[src/rtl/core/esd_pkg.sv]
// Shared types, character codes and the hex digit decoder of the escape decoder.
`default_nettype none

package esd_pkg;

	// Character codes that steer the decoder.
	localparam logic [7:0] CHAR_BSL = 8'h5C;
	localparam logic [7:0] CHAR_E   = 8'h65;
	localparam logic [7:0] CHAR_R   = 8'h72;
	localparam logic [7:0] CHAR_N   = 8'h6E;
	localparam logic [7:0] CHAR_X   = 8'h78;

	// Bytes produced by the single-letter escapes.
	localparam logic [7:0] BYTE_ESC = 8'h1B;
	localparam logic [7:0] BYTE_CR  = 8'h0D;
	localparam logic [7:0] BYTE_LF  = 8'h0A;

	// Output length counter.
	localparam int unsigned COUNT_W = 16;
	localparam logic [COUNT_W-1:0] COUNT_MAX = {COUNT_W{1'b1}};

	// Queue between the decoder and the result stage.
	localparam int unsigned QUEUE_DEPTH = 2;
	localparam int unsigned QUEUE_PTR_W = (QUEUE_DEPTH > 1) ? $clog2(QUEUE_DEPTH) : 1;
	localparam int unsigned QUEUE_FILL_W = $clog2(QUEUE_DEPTH + 1);

	typedef enum logic [2:0] {
		MODE_IDLE,
		MODE_ESC,
		MODE_HEX1,
		MODE_HEX2,
		MODE_ERR
	} mode_t;

	typedef enum logic [1:0] {
		ST_OK      = 2'd0,
		ST_BAD_ESC = 2'd1,
		ST_BAD_HEX = 2'd2,
		ST_END     = 2'd3
	} status_t;

	// One classified item handed from the decoder to the result stage.
	typedef struct packed {
		logic [7:0] byte_val;
		logic       produce;
		logic       last;
		status_t    status;
	} op_t;

	typedef struct packed {
		logic       ok;
		logic [3:0] value;
	} hex_t;

	// Value of one hex digit in either case.
	function automatic hex_t hex_decode(input logic [7:0] c);
		hex_t h;
		h.ok = 1'b1;
		h.value = 4'd0;
		if (c inside {[8'h30:8'h39]}) begin
			h.value = c[3:0];
		end else if (c inside {[8'h41:8'h46], [8'h61:8'h66]}) begin
			h.value = 4'(c[2:0] + 3'd1) + 4'd8;
		end else begin
			h.ok = 1'b0;
		end
		return h;
	endfunction

endpackage

`default_nettype wire

[src/rtl/core/esd_if.sv]
// Handshake channels for input characters and decoded results.
`default_nettype none

interface esd_char_if;
	logic       valid;
	logic       ready;
	logic [7:0] char_in;
	logic       is_last;

	modport source (output valid, output char_in, output is_last, input ready);
	modport sink (input valid, input char_in, input is_last, output ready);
endinterface

interface esd_result_if;
	logic        valid;
	logic        ready;
	logic [7:0]  byte_out;
	logic        byte_valid;
	logic        done_res;
	logic [1:0]  status;
	logic [15:0] out_length;

	modport source (
		output valid, output byte_out, output byte_valid, output done_res,
		output status, output out_length, input ready
	);
	modport sink (
		input valid, input byte_out, input byte_valid, input done_res,
		input status, input out_length, output ready
	);
endinterface

`default_nettype wire

[src/rtl/core/esd_front.sv]
// Escape state machine: takes characters and classifies each into a decoded item.
`default_nettype none

module esd_front (
	input  wire logic     clk,
	input  wire logic     arst_n,
	esd_char_if.sink      char_ch,
	output esd_pkg::op_t  op,
	output logic          op_valid,
	input  wire logic     op_ready
);
	import esd_pkg::*;

	mode_t      mode_q, mode_n;
	status_t    err_q, err_n;
	logic [3:0] nib_q, nib_n;
	hex_t       hex;
	logic       accept;
	logic [7:0] c;
	logic       last;

	assign c        = char_ch.char_in;
	assign last     = char_ch.is_last;
	assign hex      = hex_decode(c);
	assign op_valid = char_ch.valid;
	assign char_ch.ready = op_ready;
	assign accept   = char_ch.valid && op_ready;

	// Next state of the escape parser before the end-of-string return to idle.
	always_comb begin
		mode_n = mode_q;
		err_n  = err_q;
		nib_n  = nib_q;
		case (mode_q)
			MODE_IDLE: begin
				if (c == CHAR_BSL) begin
					if (last) begin
						err_n  = ST_BAD_ESC;
						mode_n = MODE_ERR;
					end else begin
						mode_n = MODE_ESC;
					end
				end
			end
			MODE_ESC: begin
				if (c == CHAR_E || c == CHAR_R || c == CHAR_N) begin
					mode_n = MODE_IDLE;
				end else if (c == CHAR_X) begin
					if (last) begin
						err_n  = ST_END;
						mode_n = MODE_ERR;
					end else begin
						mode_n = MODE_HEX1;
					end
				end else begin
					err_n  = ST_BAD_ESC;
					mode_n = MODE_ERR;
				end
			end
			MODE_HEX1: begin
				if (last) begin
					err_n  = ST_END;
					mode_n = MODE_ERR;
				end else if (!hex.ok) begin
					err_n  = ST_BAD_HEX;
					mode_n = MODE_ERR;
				end else begin
					nib_n  = hex.value;
					mode_n = MODE_HEX2;
				end
			end
			MODE_HEX2: begin
				if (!hex.ok) begin
					err_n  = ST_BAD_HEX;
					mode_n = MODE_ERR;
				end else begin
					mode_n = MODE_IDLE;
				end
			end
			default: begin
				mode_n = MODE_ERR;
			end
		endcase
	end

	// Decoded byte and end-of-string status for the current item.
	always_comb begin
		op.byte_val = 8'h00;
		op.produce  = 1'b0;
		op.last     = last;
		case (mode_q)
			MODE_IDLE: begin
				if (c != CHAR_BSL) begin
					op.produce  = 1'b1;
					op.byte_val = c;
				end
			end
			MODE_ESC: begin
				if (c == CHAR_E) begin
					op.produce  = 1'b1;
					op.byte_val = BYTE_ESC;
				end else if (c == CHAR_R) begin
					op.produce  = 1'b1;
					op.byte_val = BYTE_CR;
				end else if (c == CHAR_N) begin
					op.produce  = 1'b1;
					op.byte_val = BYTE_LF;
				end
			end
			MODE_HEX2: begin
				if (hex.ok) begin
					op.produce  = 1'b1;
					op.byte_val = {nib_q, hex.value};
				end
			end
			default: begin
				op.produce = 1'b0;
			end
		endcase
		op.status = (last && mode_n == MODE_ERR) ? err_n : ST_OK;
	end

	// Parser state; the last character of a string returns it to idle.
	always_ff @(posedge clk or negedge arst_n) begin
		if (!arst_n) begin
			mode_q <= MODE_IDLE;
			err_q  <= ST_OK;
		end else if (accept) begin
			mode_q <= last ? MODE_IDLE : mode_n;
			err_q  <= last ? ST_OK : err_n;
		end
	end

	// First hex digit.
	always_ff @(posedge clk) begin
		if (accept) begin
			nib_q <= nib_n;
		end
	end

endmodule

`default_nettype wire

[src/rtl/core/esd_queue.sv]
// Short first-in first-out queue of decoded items between decoder and result stage.
`default_nettype none

module esd_queue (
	input  wire logic          clk,
	input  wire logic          arst_n,
	input  wire esd_pkg::op_t  push_data,
	input  wire logic          push_valid,
	output logic               push_ready,
	output esd_pkg::op_t       pop_data,
	output logic               pop_valid,
	input  wire logic          pop_ready
);
	import esd_pkg::*;

	op_t                     entry_q [QUEUE_DEPTH];
	logic [QUEUE_PTR_W-1:0]  wr_ptr_q;
	logic [QUEUE_PTR_W-1:0]  rd_ptr_q;
	logic [QUEUE_FILL_W-1:0] fill_q;
	logic                    push;
	logic                    pop;

	assign push_ready = (fill_q != QUEUE_FILL_W'(QUEUE_DEPTH));
	assign pop_valid  = (fill_q != '0);
	assign pop_data   = entry_q[rd_ptr_q];
	assign push       = push_valid && push_ready;
	assign pop        = pop_valid && pop_ready;

	function automatic logic [QUEUE_PTR_W-1:0] ptr_next(input logic [QUEUE_PTR_W-1:0] p);
		return (p == QUEUE_PTR_W'(QUEUE_DEPTH - 1)) ? '0 : p + 1'b1;
	endfunction

	// Pointers and fill level.
	always_ff @(posedge clk or negedge arst_n) begin
		if (!arst_n) begin
			wr_ptr_q <= '0;
			rd_ptr_q <= '0;
			fill_q   <= '0;
		end else begin
			if (push) begin
				wr_ptr_q <= ptr_next(wr_ptr_q);
			end
			if (pop) begin
				rd_ptr_q <= ptr_next(rd_ptr_q);
			end
			if (push && !pop) begin
				fill_q <= fill_q + 1'b1;
			end else if (pop && !push) begin
				fill_q <= fill_q - 1'b1;
			end
		end
	end

	// Entry storage.
	always_ff @(posedge clk) begin
		if (push) begin
			entry_q[wr_ptr_q] <= push_data;
		end
	end

endmodule

`default_nettype wire

[src/rtl/core/esd_back.sv]
// Result stage: counts produced bytes and holds each result item until it is taken.
`default_nettype none

module esd_back (
	input  wire logic          clk,
	input  wire logic          arst_n,
	input  wire esd_pkg::op_t  op,
	input  wire logic          op_valid,
	output logic               op_ready,
	esd_result_if.source       result_ch
);
	import esd_pkg::*;

	logic               valid_q;
	logic [7:0]         byte_q;
	logic               byte_valid_q;
	logic               done_q;
	status_t            status_q;
	logic [COUNT_W-1:0] length_q;
	logic [COUNT_W-1:0] count_q;
	logic [COUNT_W-1:0] count_inc;
	logic               take;

	assign op_ready = !valid_q || result_ch.ready;
	assign take     = op_valid && op_ready;

	// Saturating byte count including the current item.
	assign count_inc = (op.produce && count_q != COUNT_MAX) ? count_q + 1'b1 : count_q;

	// Output valid and the running count.
	always_ff @(posedge clk or negedge arst_n) begin
		if (!arst_n) begin
			valid_q <= 1'b0;
			count_q <= '0;
		end else begin
			if (take) begin
				valid_q <= 1'b1;
				count_q <= op.last ? '0 : count_inc;
			end else if (result_ch.ready) begin
				valid_q <= 1'b0;
			end
		end
	end

	// Output payload.
	always_ff @(posedge clk) begin
		if (take) begin
			byte_q       <= op.byte_val;
			byte_valid_q <= op.produce;
			done_q       <= op.last;
			status_q     <= op.status;
			length_q     <= (op.last && op.status == ST_OK) ? count_inc : '0;
		end
	end

	assign result_ch.valid      = valid_q;
	assign result_ch.byte_out   = byte_q;
	assign result_ch.byte_valid = byte_valid_q;
	assign result_ch.done_res   = done_q;
	assign result_ch.status     = status_q;
	assign result_ch.out_length = length_q;

endmodule

`default_nettype wire

[src/rtl/core/escape_sequence_decoder_unit.sv]
// Top level of the backslash escape decoder.
// The unit takes one character item per clock while the queue has room, and returns exactly
// one result item per character, in order: a decoded byte when one is produced, and on the
// last character of a string the status and the decoded length (saturating at 65535, zero
// on error). The escape state machine decodes a character combinationally in the accept
// cycle and writes the item into a two-entry queue; the result stage registers the item
// when it leaves the queue. The queue and the output register let the input keep flowing
// for up to three items while the result side stalls. There is no clearing pass after
// reset.
`default_nettype none

module escape_sequence_decoder_unit (
	input  wire logic     clk,
	input  wire logic     arst_n,
	esd_char_if.sink      char_ch,
	esd_result_if.source  result_ch
);
	import esd_pkg::*;

	op_t  front_op;
	logic front_valid;
	logic front_ready;
	op_t  back_op;
	logic back_valid;
	logic back_ready;

	esd_front u_front (
		.clk      (clk),
		.arst_n   (arst_n),
		.char_ch  (char_ch),
		.op       (front_op),
		.op_valid (front_valid),
		.op_ready (front_ready)
	);

	esd_queue u_queue (
		.clk        (clk),
		.arst_n     (arst_n),
		.push_data  (front_op),
		.push_valid (front_valid),
		.push_ready (front_ready),
		.pop_data   (back_op),
		.pop_valid  (back_valid),
		.pop_ready  (back_ready)
	);

	esd_back u_back (
		.clk       (clk),
		.arst_n    (arst_n),
		.op        (back_op),
		.op_valid  (back_valid),
		.op_ready  (back_ready),
		.result_ch (result_ch)
	);

	// A full queue always has an item to hand on.
	a_full_has_item: assert property (@(posedge clk) disable iff (!arst_n)
		!front_ready |-> back_valid)
		else $error("queue refuses items while empty");

	// Only an end-of-string result carries a status or a length.
	a_mid_string_clean: assert property (@(posedge clk) disable iff (!arst_n)
		(result_ch.valid && !result_ch.done_res) |->
		(result_ch.status == ST_OK && result_ch.out_length == 16'd0))
		else $error("status or length on a result that is not the last");

	// A failed string reports no length.
	a_error_no_length: assert property (@(posedge clk) disable iff (!arst_n)
		(result_ch.valid && result_ch.status != ST_OK) |-> result_ch.out_length == 16'd0)
		else $error("length reported with an error status");

	// A result without a byte carries a zero byte.
	a_no_byte_zero: assert property (@(posedge clk) disable iff (!arst_n)
		(result_ch.valid && !result_ch.byte_valid) |-> result_ch.byte_out == 8'h00)
		else $error("nonzero byte on a result without a byte");

endmodule

`default_nettype wire
[src/flat_wrapper.sv]
// flat-port wrapper written by rule: the top's interface ports become plain ports
module escape_sequence_decoder_unit_flat import esd_pkg::*;
  (clk, arst_n, char_ch_valid, char_ch_char_in, char_ch_is_last, char_ch_ready, result_ch_valid, result_ch_byte_out, result_ch_byte_valid, result_ch_done_res, result_ch_status, result_ch_out_length, result_ch_ready);
  esd_char_if char_ch_i ();
  esd_result_if result_ch_i ();
  input  wire logic clk;
  input  wire logic arst_n;
  input wire logic [$bits(char_ch_i.valid)-1:0] char_ch_valid;
  input wire logic [$bits(char_ch_i.char_in)-1:0] char_ch_char_in;
  input wire logic [$bits(char_ch_i.is_last)-1:0] char_ch_is_last;
  output wire logic [$bits(char_ch_i.ready)-1:0] char_ch_ready;
  output wire logic [$bits(result_ch_i.valid)-1:0] result_ch_valid;
  output wire logic [$bits(result_ch_i.byte_out)-1:0] result_ch_byte_out;
  output wire logic [$bits(result_ch_i.byte_valid)-1:0] result_ch_byte_valid;
  output wire logic [$bits(result_ch_i.done_res)-1:0] result_ch_done_res;
  output wire logic [$bits(result_ch_i.status)-1:0] result_ch_status;
  output wire logic [$bits(result_ch_i.out_length)-1:0] result_ch_out_length;
  input wire logic [$bits(result_ch_i.ready)-1:0] result_ch_ready;
  assign char_ch_i.valid = char_ch_valid;
  assign char_ch_i.char_in = char_ch_char_in;
  assign char_ch_i.is_last = char_ch_is_last;
  assign char_ch_ready = char_ch_i.ready;
  assign result_ch_valid = result_ch_i.valid;
  assign result_ch_byte_out = result_ch_i.byte_out;
  assign result_ch_byte_valid = result_ch_i.byte_valid;
  assign result_ch_done_res = result_ch_i.done_res;
  assign result_ch_status = result_ch_i.status;
  assign result_ch_out_length = result_ch_i.out_length;
  assign result_ch_i.ready = result_ch_ready;
  escape_sequence_decoder_unit u_core (.clk(clk), .arst_n(arst_n), .char_ch(char_ch_i), .result_ch(result_ch_i));
endmodule
[config.mk]
export PLATFORM = sky130hd
export DESIGN_NAME = escape_sequence_decoder_unit_flat
export DESIGN_NICKNAME = d
export VERILOG_FILES = /design/src/rtl/core/esd_pkg.sv /design/src/rtl/core/esd_if.sv /design/src/rtl/core/esd_front.sv /design/src/rtl/core/esd_queue.sv /design/src/rtl/core/esd_back.sv /design/src/rtl/core/escape_sequence_decoder_unit.sv /design/src/flat_wrapper.sv
export SDC_FILE = /design/constraint.sdc
export NUM_CORES = 1
export LEC_CHECK = 0
export BUFFER_PORTS_ARGS = -buffer_cell sky130_fd_sc_hd__buf_4
export CAP_MARGIN = 20
export CORE_ASPECT_RATIO = 0.5
export CORE_MARGIN = 1
export CORE_UTILIZATION = 58
export CTS_CLUSTER_SIZE = 8
export DETAILED_ROUTE_END_ITERATION = 8
export GPL_ROUTABILITY_DRIVEN = 0
export PLACE_DENSITY = 0.9
export SLEW_MARGIN = 5
export SYNTH_ARGS = -nofsm -noshare
export SYNTH_HDL_FRONTEND = slang
export SYNTH_SLANG_ARGS = --single-unit
[constraint.sdc]
create_clock -name clk -period 3.3 [get_ports clk]
set_clock_uncertainty 0.2 [all_clocks]
set_input_delay 0.66 -clock clk [delete_from_list [all_inputs] [get_ports clk]]
set_output_delay 0.66 -clock clk [all_outputs]
set_load 0.05 [all_outputs]
==> results.md, run 1 <==
- Total GRT Usage: 0.256
- Met2 WL: 4.29 mm
- Number of global-route vias before repair: 2865
- Row count: 20
- Uppermost routed layer: met4
- Die Y: 60.7 µm
- Cells after Synth: 349
- Peak Freq: 370 MHz
- PD cells: 856 nW/µm²
- Antenna Violating Nets Remaining: 0
- Crit path DAT: 2.54 ns
- Commonest non-fill, non-tap cell in the layout: edfxtp_1
- Dpl cell area: 4430 µm²
- Pin count of the biggest net entering global routing: 32
- Critical path capture point type: register
- Max_cap viols: 0
- Final Max Slew Viols: 0
- Reg-to-Reg Start: u_core.u_back.count_q[9]
- Number of post-CTS setup repair buffers: 0
- Synthesized Nets: 368
- Syn-to-layout area delta: 18.4%
- Clk pin slew, worst setup/hold paths: 0.06 ns
- Avg Cell Area, Syn: 11.5 µm²
- Metal3 WL: 557 µm
- CTS hold repair buffers: 0
- Sink Count: 82
- DRT iter0 DRCs: 220
- Clk Tree Root Cell: clkbuf_16
- Top Ports: 43
- Main synth FF type: edfxtp_1
- Crit path required time: 3.14 ns
- Worst hold path class: input port to async pin
- Switch Pwr: 1.56 mW
- Routed vias/inst: 6.09
- HPWL Detailed: 5.67 mm
- Core box area: 6360 µm²
- Clock power share: 0.246
- Full die area: 7250 µm²
- CP Max Fanout: 9
- WL met1: 3.47 mm
- CTS buffer count: 9
- Initial antenna violation count: 0
- Library cells used by synthesis: 62
- Final worst path period share: 0.819
- Worst setup SP type: input port
- Drt pass-1 iters: 5
- Starting Density: 0.629
- Final Util: 0.745
- Antenna diodes: 0
- Int Pwr: 2.49 mW
- Post-synth EDFFs: 56
- Final setup fails: 0
- Sw Ratio: 0.385
- VDD IR max: 0.000387 V
- Tmin final: 2.70 ns
- Later-pin clock latency in the skew report: 0.34 ns
- Share of cells above drive strength 1: 0.211
- Flop2flop setup slack: 0.79 ns
- Layout Nets: 416
- Sequential area share after synthesis: 0.583
- DR WL/cell: 17.2 µm
- Clock Tree Buf Depth: 2
- Final hold violation count: 0
- Logic pwr share: 0.365
- Worst Tran Pin Value: 0.655 ns
- Vias: 2985
- Gr ovfl total: 0
- LEAKAGE: 1.82 nW
- Status: finished clean
- Reg power frac: 0.389
- R2R Path End: u_core.u_back.result_ch.out_length[4]
- Final TNS setup: 0 ns
- First-pass GRT wire length: 13.8 mm
- Relative slew slack: 0.562
- Finished Cell Area: 4730 µm²
- Number of port buffers: 42
- Die Width: 119 µm
- CTS resizes: 0
- Final WL: 8.41 mm
- Ys Warns: 0
- Critical path type: input port to register
- Commonest cells after routing, fill and taps aside: edfxtp_1, buf_4, nand2_1
- Ys async rst share: 0.317
- Post-Syn Area: 4000 µm²
- CP Launch Point: char_ch_char_in[3]
- Flops & latches, synth: 82
- R2R depth: 6
- RSZ-0062 raised after global routing: false
- Htree depth: 3
- Critical Path End: u_core.u_front.nib_q[2]
- TritonCTS clock tree: done
- # DRC: 0
-- cells in the mapped netlist, types with 3 or more instances --
cell      count  area, µm²
a21oi_1      13       65.1
a21oi_2       3       26.3
a22o_1        3       26.3
a31oi_1       3       18.8
and2_1        5       31.3
clkbuf_1     10       37.5
dfrtp_1      26        651
edfxtp_1     56       1680
ha_1          6       75.1
inv_1        11       41.3
mux2_2       12        135
nand2_1      32        120
nand2b_1      3       18.8
nand3_1      18       90.1
nand4_1       5       31.3
nor2_1       31        116
nor2b_1       4       25.0
nor3_1        7       35.0
o21ai_0      19       95.1
o22ai_1       3       18.8
o31ai_1       8       60.1
or3_1         4       25.0
xnor2_1       8       70.1
xor2_1       12        105
-- flip-flops by register name (all words and copies together) (netlist names), 2 cells and up --
| signal | count |
|---|---|
| u_core.u_back.count_q | 16 |
| u_core.u_back.result_ch.byte_out | 8 |
| u_core.u_back.result_ch.out_length | 16 |
| u_core.u_back.result_ch.status | 2 |
| u_core.u_front.err_q | 2 |
| u_core.u_front.mode_q | 3 |
| u_core.u_front.nib_q | 4 |
| u_core.u_queue.entry_q | 24 |
| u_core.u_queue.fill_q | 2 |
-- kinds of logic (layout without fill, tap and decap cells) --
kind of cell,after synthesis,after routing,synth area share
simple gates,125,125,0.160
flops,82,82,0.583
compound gates,75,75,0.128
buf+inv,26,79,0.0256
xor+xnor,20,20,0.0438
mux,14,14,0.0388
fa+ha+maj,7,7,0.0213
-- power groups by stage --
stage                     Sequential (mW)  Clock, mW  Combinational, mW
after global routing                 1.61       1.05               1.57
after CTS                            1.58       1.00               1.48
after floorplan                      2.04          0              0.555
after global placement               1.57          0               1.42
final                                1.58      0.996               1.48
after detailed placement             1.59          0               1.46
-- worst max-delay path, cell delays in order --
cell and delay (ns):
buf_4 0.14, or4b_1 0.56, a21oi_2 0.21, a21oi_2 0.16, nor4_1 0.50, and2_1 0.30
-- worst min path at each step --
stage / start / to / slack [ns]
2_1_floorplan: arst_n / u_core.u_back.count_q[0] / 0.16
4_1_cts: arst_n / u_core.u_front.mode_q[0] / 0.03
3_3_place_gp: u_core.u_back.result_ch.valid / u_core.u_back.result_ch.valid / 0.28
6_report: arst_n / u_core.u_front.err_q[1] / 0.03
5_1_grt: arst_n / u_core.u_front.mode_q[0] / 0.04
3_5_place_dp: u_core.u_back.result_ch.valid / u_core.u_back.result_ch.valid / 0.30
-- layout make-up --
type,count,area [µm²]
well taps,88,110
repair buffers,50,375
clock inverters,7,77.6
inverters,13,48.8
multi-input cells,241,1570
fillers,418,1620
clock buffers,9,225
flip-flops and latches,82,2330
-- layer usage --
layer	up-vias	track usage
li1	1396	-
met1	1429	0.313
met2	147	0.457
met3	13	0.0686
met4	0	0.0857
met5	-	0
-- per-stage QoR --
stage                     setup slack [ns]  instances  hold WS, ns  total power [mW]
after floorplan                      0.574        349        0.164              2.60
after global placement               0.455        474        0.285              2.99
after detailed placement             0.306        474        0.297              3.05
after CTS                            0.654        490       0.0336              4.06
after global routing                 0.491        490       0.0413              4.23
final                                0.598        490       0.0305              4.05
No activity file was read; power rests on OpenSTA's default activity.
==> inputs of run 2 (changes only) <==
--- a/config.mk
+++ b/config.mk
@@ -5,15 +5,16 @@
 export SDC_FILE = /design/constraint.sdc
 export NUM_CORES = 1
 export LEC_CHECK = 0
+export ABC_AREA = 1
 export BUFFER_PORTS_ARGS = -buffer_cell sky130_fd_sc_hd__buf_4
 export CAP_MARGIN = 20
 export CORE_ASPECT_RATIO = 0.5
 export CORE_MARGIN = 1
-export CORE_UTILIZATION = 58
+export CORE_UTILIZATION = 59
 export CTS_CLUSTER_SIZE = 8
 export DETAILED_ROUTE_END_ITERATION = 8
 export GPL_ROUTABILITY_DRIVEN = 0
-export PLACE_DENSITY = 0.9
+export PLACE_DENSITY = 0.91
 export SLEW_MARGIN = 5
 export SYNTH_ARGS = -nofsm -noshare
 export SYNTH_HDL_FRONTEND = slang
==> constraint.sdc (replaced) <==
create_clock -name clk -period 2.82 [get_ports clk]
set_clock_uncertainty 0.2 [all_clocks]
set_input_delay 0.564 -clock clk [delete_from_list [all_inputs] [get_ports clk]]
set_output_delay 0.564 -clock clk [all_outputs]
set_load 0.05 [all_outputs]
==> run 2 against run 1 <==
Effect of this change:
- sequential cell count unchanged
- via count rose by 10%
- global-route usage increased by 0.68 points
- critical path type is now register to register
- critical endpoint is now u_core.u_back.result_ch.out_length[2]
- largest power group is now combinational logic
==> results.md, run 2 <==
- Worst hold path class: input port to register
- VDD IR max: 0.000586 V
- Drt pass-1 iters: 7
- LEAKAGE: 2.10 nW
- CP Max Fanout: 16
- Initial antenna violation count: 0
- TritonCTS clock tree: done
- Antenna diodes: 0
- Sequential area share after synthesis: 0.567
- Area leader, netlist: edfxtp_1
- CP max-delay cell: dfrtp_1
- Dpl cell area: 4530 µm²
- Fillers: 476
- Top post-synthesis cells by area: edfxtp_1, dfrtp_1, nand2_1, nor2_1, inv_1
- Clk pin slew, worst setup/hold paths: 0.06 ns
- Flip-flop and latch area: 2330 µm²
- First-pass GRT wire length: 14.5 mm
- Later-pin clock latency in the skew report: 0.34 ns
- Synthesized Nets: 465
- Worst setup SP type: register
- Starting Density: 0.614
- Final worst path period share: 0.817
- CP top delay family: simple AND/OR/NAND/NOR gates
- Top Ports: 43
- Post-synth EDFFs: 56
- WHS Endpoint: u_core.u_back.result_ch.valid
- Finished Cell Area: 4840 µm²
- Worst Hold Launch: result_ch_ready
- Crit path DAT: 2.18 ns
- Clk Tree Root Cell: clkbuf_16
- Multi-input logic area: 1560 µm²
- R2R Path End: u_core.u_back.result_ch.out_length[2]
- Final hold violation count: 0
- Die Width: 120 µm
- Number of buffer and inverter stages on the critical path: 2
- Largest reg by FF count: u_core.u_queue.entry_q
- Max_cap viols: 0
- Antenna Violating Nets Remaining: 0
- Avg Cell Area, Syn: 9.23 µm²
- Row count: 21
- Final WL: 8.84 mm
- Main synth FF type: edfxtp_1
- Tmin final: 2.30 ns
- DRT iter0 DRCs: 319
- Ys Warns: 0
- Crit path required time: 2.70 ns
- Share of cells above drive strength 1: 0.193
- Critical path capture point type: register
- Layout Nets: 517
- RSZ-0062 raised after global routing: false
- Pin count of the biggest net entering global routing: 35
- Top cells by count, synth: nand2_1, edfxtp_1, nor2_1
- Hold Path Cell Cnt: 2
- Die Y: 61.1 µm
- Ys async rst share: 0.317
- Total GRT Usage: 0.262
- Number of port buffers: 42
- Clock Tree Buf Depth: 2
- Critical path type: register to register
- CTS buffer count: 9
- Flops & latches, synth: 82
- Reg-to-Reg Start: u_core.u_back.count_q[0]
- WHS: 0.217 ns
- Number of post-CTS setup repair buffers: 0
- Status: finished clean
- Most common cell in the netlist: nand2_1
- Vias: 3294
- Commonest non-fill, non-tap cell in the layout: nand2_1
- CTS resizes: 0
- Final TNS setup: 0 ns
- Core box area: 6700 µm²
- Full die area: 7330 µm²
- Syn-to-layout area delta: 17.6%
- PD cells: 1090 nW/µm²
- Non-Filler Instances: 595
- Relative slew slack: 0.711
- R2R depth: 10
- Flop2flop setup slack: 0.52 ns
- Slowest stage delay, CP: 0.45 ns
- # DRC: 0
- Gr ovfl total: 0
- Final setup fails: 0
- DR WL/cell: 14.9 µm
- Post-Syn Area: 4120 µm²
- Htree depth: 3
- Library cells used by synthesis: 38
- Placed cells: 578
- Number of global-route vias before repair: 3100
- Sink Count: 82
- Routed vias/inst: 5.54
- Worst Tran Pin Value: 0.429 ns
- Commonest cells after routing, fill and taps aside: nand2_1, edfxtp_1, nor2_1, buf_4, inv_1
- Final Max Slew Viols: 0
- Number of flip-flops in the largest register: 24
- Area fraction of the dominant cell type after synthesis: 0.409
- Cells after Synth: 446
- HPWL Detailed: 6.01 mm
- Peak Freq: 434 MHz
- Cells along the critical path: ha_1, nand2_1, inv_2, nand2_2, nor2_4, nand3_2, nand2_4, inv_4, o21ai_0, nor2_1
## run 2: what timing repair did
item                                    in CTS  in global routing
hold buffers                                 1                  0
endpoints found under the setup margin       0                  0
hold endpoints to repair                    26                  0
## run 2: logic make-up after synthesis
group	Yosys count	synth area share
flops	82	0.567
buf+inv	53	0.0544
compound gates	48	0.0763
simple gates	245	0.259
fa+ha+maj	6	0.0182
xor+xnor	12	0.0255
## run 2: worst max path at each step
stage | from | endpoint | slack (ns) | depth (start not counted)
global placement | char_ch_char_in[1] | u_core.u_queue.entry_q[0][0] | 0.50 | 12
global route | u_core.u_back.count_q[0] | u_core.u_back.result_ch.out_length[2] | 0.38 | 10
detailed placement | char_ch_char_in[0] | u_core.u_queue.entry_q[1][1] | 0.39 | 12
finish | u_core.u_back.count_q[0] | u_core.u_back.result_ch.out_length[2] | 0.52 | 10
floorplan | u_core.u_back.result_ch.valid | u_core.u_queue.fill_q[1] | 0.07 | 9
CTS | u_core.u_back.count_q[0] | u_core.u_back.result_ch.out_length[2] | 0.53 | 10
## run 2: area by class of cell
type | count | share of cell area
flip-flops and latches | 82 | 0.482
repair buffers | 48 | 0.0750
inverters | 46 | 0.0362
clock inverters | 6 | 0.0134
clock buffers | 10 | 0.0473
well taps | 92 | 0.0238
multi-input cells | 311 | 0.322
## run 2: worst reg2reg max path, stage by stage (launching register included)
cell	delay, ns
dfrtp_1	0.45
ha_1	0.27
nand2_1	0.09
inv_2	0.07
nand2_2	0.07
nor2_4	0.17
nand3_2	0.11
nand2_4	0.18
inv_4	0.13
o21ai_0	0.26
nor2_1	0.07
## run 2: power by group
group / total [mW] / internal, mW / leakage, nW / switching, mW
Clock: 1.15 / 0.688 / 0.143 / 0.462
Combinational: 2.21 / 0.581 / 1.08 / 1.63
Sequential: 1.91 / 1.75 / 0.881 / 0.161
## run 2: routing by layer
layer | track usage | share of wire | vias to the layer above
met1 | 0.298 | 0.39 | 1528
met5 | 0 | 0 | -
met2 | 0.494 | 0.52 | 158
li1 | - | - | 1586
met3 | 0.0704 | 0.069 | 22
met4 | 0.100 | 0.022 | 0
## run 2: through the flow
| step | setup WS (ns) | util | total power, mW |
|---|---|---|---|
| 2_1_floorplan | 0.0700 | - | 3.52 |
| 3_3_place_gp | 0.503 | 0.677 | 4.03 |
| 3_5_place_dp | 0.390 | 0.677 | 4.11 |
| 4_1_cts | 0.527 | 0.722 | 5.29 |
| 5_1_grt | 0.377 | 0.722 | 5.53 |
| 6_report | 0.517 | 0.722 | 5.27 |
==> inputs of run 3 (changes only) <==
--- a/config.mk
+++ b/config.mk
@@ -5,16 +5,16 @@
 export SDC_FILE = /design/constraint.sdc
 export NUM_CORES = 1
 export LEC_CHECK = 0
-export ABC_AREA = 1
+export ABC_AREA = 0
 export BUFFER_PORTS_ARGS = -buffer_cell sky130_fd_sc_hd__buf_4
 export CAP_MARGIN = 20
 export CORE_ASPECT_RATIO = 0.5
 export CORE_MARGIN = 1
-export CORE_UTILIZATION = 59
+export CORE_UTILIZATION = 58
 export CTS_CLUSTER_SIZE = 8
 export DETAILED_ROUTE_END_ITERATION = 8
 export GPL_ROUTABILITY_DRIVEN = 0
-export PLACE_DENSITY = 0.91
+export PLACE_DENSITY = 0.9
 export SLEW_MARGIN = 5
 export SYNTH_ARGS = -nofsm -noshare
 export SYNTH_HDL_FRONTEND = slang
==> constraint.sdc (replaced) <==
create_clock -name clk -period 2.2 [get_ports clk]
set_clock_uncertainty 0.2 [all_clocks]
set_input_delay 0.44 -clock clk [delete_from_list [all_inputs] [get_ports clk]]
set_output_delay 0.44 -clock clk [all_outputs]
set_load 0.05 [all_outputs]
==> run 3 against run 2 <==
Effect of this change:
- global-route usage rose by 4.8 points
- highest routed layer unchanged
- sequential cell count did not move
- critical endpoint is now u_core.u_back.result_ch.out_length[4]
- the flow now finishes with violations (negative setup slack)
- critical path type unchanged
- largest power group unchanged
- non-clock buffer count rose by 60
- combinational power rose by 19%
==> results.md, run 3 (synthesis results as in run 1) <==
- Core box area: 6360 µm²
- Clock Tree Buf Depth: 2
- CP max-delay cell: o41a_1
- Final worst path period share: 1.03
- Final setup margin: -0.0652 ns
- Final WL: 11.4 mm
- Later-pin clock latency in the skew report: 0.34 ns
- Total GRT Usage: 0.310
- Final setup fails: 5
- DR WL/cell: 20.8 µm
- RSZ-0062 raised after global routing: true
- DRT iter0 DRCs: 338
- Placed cells: 524
- Number of port buffers: 42
- Worst setup SP type: register
- LEAKAGE: 2.14 nW
- VDD IR max: 0.000788 V
- Worst hold path class: input port to register
- Number of flip-flops in the largest register: 24
- Layout Nets: 475
- Status: finished with violations
- TritonCTS clock tree: done
- Slowest stage delay, CP: 0.53 ns
- Antenna diodes: 0
- Top Ports: 43
- Commonest cells after routing, fill and taps aside: buf_4, edfxtp_1, nor2_1, nand2_1, dfrtp_1
- Starting Density: 0.629
- Peak Freq: 441 MHz
- Logic pwr share: 0.408
- Final TNS setup: -0.141 ns
- Clk pin slew, worst setup/hold paths: 0.06 ns
- Cells along the critical path: ha_2, nand3_2, o41a_1, nand4_1, xor2_1, nor2_1
- Routed vias/inst: 6.30
- Pwr Total: 6.44 mW
- Gr ovfl total: 0
- Switch Pwr: 2.57 mW
- Antenna Violating Nets Remaining: 0
- PD cells: 1200 nW/µm²
- Row count: 20
- HPWL Detailed: 6.58 mm
- Syn-to-layout area delta: 34.3%
- Relative slew slack: 0.716
- Tmin final: 2.27 ns
- Failing checks: negative setup slack
- WHS Endpoint: u_core.u_front.mode_q[1]
- Number of global-route vias before repair: 3318
- Critical path type: register to register
- Largest reg by FF count: u_core.u_queue.entry_q
- Pre-CTS setup slack: -0.334 ns
- Commonest non-fill, non-tap cell in the layout: buf_4
- CP Max Fanout: 6
- Max_cap viols: 0
- CTS buffer count: 9
- R2R depth: 6
- First-pass GRT wire length: 16.5 mm
- Worst Hold Launch: char_ch_is_last
- Final Max Slew Viols: 0
- Int Pwr: 3.87 mW
- Sink Count: 82
- R2R Path End: u_core.u_back.result_ch.out_length[4]
- Non-Filler Instances: 549
- Die Width: 119 µm
- Reg-to-Reg Start: u_core.u_back.count_q[1]
- Worst Tran Pin Value: 0.424 ns
- Sw Ratio: 0.398
- Clock power share: 0.219
- Crit path required time: 2.08 ns
- Drt pass-1 iters: 6
- Pin count of the biggest net entering global routing: 27
- Vias: 3459
- Critical path capture point type: register
- Clk Tree Root Cell: clkbuf_16
- Hold Path Cell Cnt: 2
- Share of cells above drive strength 1: 0.373
- Reg power frac: 0.373
- # DRC: 0
- Initial antenna violation count: 0
- Crit path DAT: 2.15 ns
- Flop2flop setup slack: -0.07 ns
- Final hold violation count: 0
- Die Y: 60.7 µm
- Full die area: 7250 µm²
- Htree depth: 3
## run 3: cell types whose count changed in the layout (fill, tap and decap cells not counted), moves of 6 or more
cell	change
nand2_1	-108
buf_4	+55
inv_1	-29
nor2_1	-18
nand3_1	-12
mux2_2	+11
o31ai_1	+8
xnor2_1	+7
a21oi_1	+6
inv_2	-6
nand2_2	-6
## run 3: worst max path at each step
stage | slack (ns) | startpoint | end
2_1_floorplan | -0.20 | char_ch_char_in[3] | u_core.u_queue.entry_q[0][1]
3_3_place_gp | -0.27 | char_ch_char_in[4] | u_core.u_queue.entry_q[0][6]
3_5_place_dp | -0.33 | char_ch_char_in[4] | u_core.u_queue.entry_q[0][6]
4_1_cts | 0.009 | u_core.u_back.count_q[4] | u_core.u_back.count_q[15]
5_1_grt | -0.08 | u_core.u_back.count_q[1] | u_core.u_back.result_ch.out_length[4]
6_report | -0.07 | u_core.u_back.count_q[1] | u_core.u_back.result_ch.out_length[4]
## run 3: worst max-delay path: cells and delay by family, from the launching register on
| family | cells | cell delay, ns |
|---|---|---|
| compound gates | 1 | 0.53 |
| flops | 1 | 0.43 |
| simple gates | 3 | 0.41 |
| fa+ha+maj | 1 | 0.24 |
| xor+xnor | 1 | 0.20 |
## run 3: per-stage QoR
| step | hold slack, ns | cell area (µm²) | utilization |
|---|---|---|---|
| after global routing | 0.217 | 5370 | 0.845 |
| final | 0.219 | 5370 | 0.845 |
| after detailed placement | 0.169 | 4880 | 0.768 |
| after floorplan | -0.0556 | 4080 | - |
| after global placement | 0.164 | 4880 | 0.768 |
| after CTS | 0.207 | 5200 | 0.819 |
## run 3: layer usage
layer  GRT usage  share of wire  up-vias  wire, µm
met1       0.357           0.39     1618      4390
met5           0              0        -         0
met3      0.0996           0.10       62      1140
li1            -              -     1518         -
met2       0.551           0.48      261      5410
met4       0.143          0.040        0       452
## run 3: repair_timing
| action | in CTS | in global routing |
|---|---|---|
| hold endpoints to repair | 26 | 0 |
| gates resized for setup | 5 | 30 |
| gates cloned | 1 | 0 |
| setup buffers | 1 | 6 |
| setup endpoints to repair | 24 | 32 |
| pin swaps | 3 | 9 |
| hold buffers | 1 | 0 |
## run 3: power by group through the flow
stage	combinational, mW	clock, mW	sequential, mW
global placement	2.34	0	2.35
global route	2.74	1.48	2.43
floorplan	0.875	0	3.08
CTS	2.52	1.40	2.38
finish	2.63	1.41	2.40
detailed placement	2.43	0	2.39
## run 3: cell type report
cell class	count	area, µm²
Clock buffer	14	264
Clock inverter	2	12.5
Fill cell	302	986
Inverter	13	52.6
Multi-Input combinational cell	242	1750
Sequential cell	82	2340
Tap cell	88	110
Timing Repair Buffer	108	841
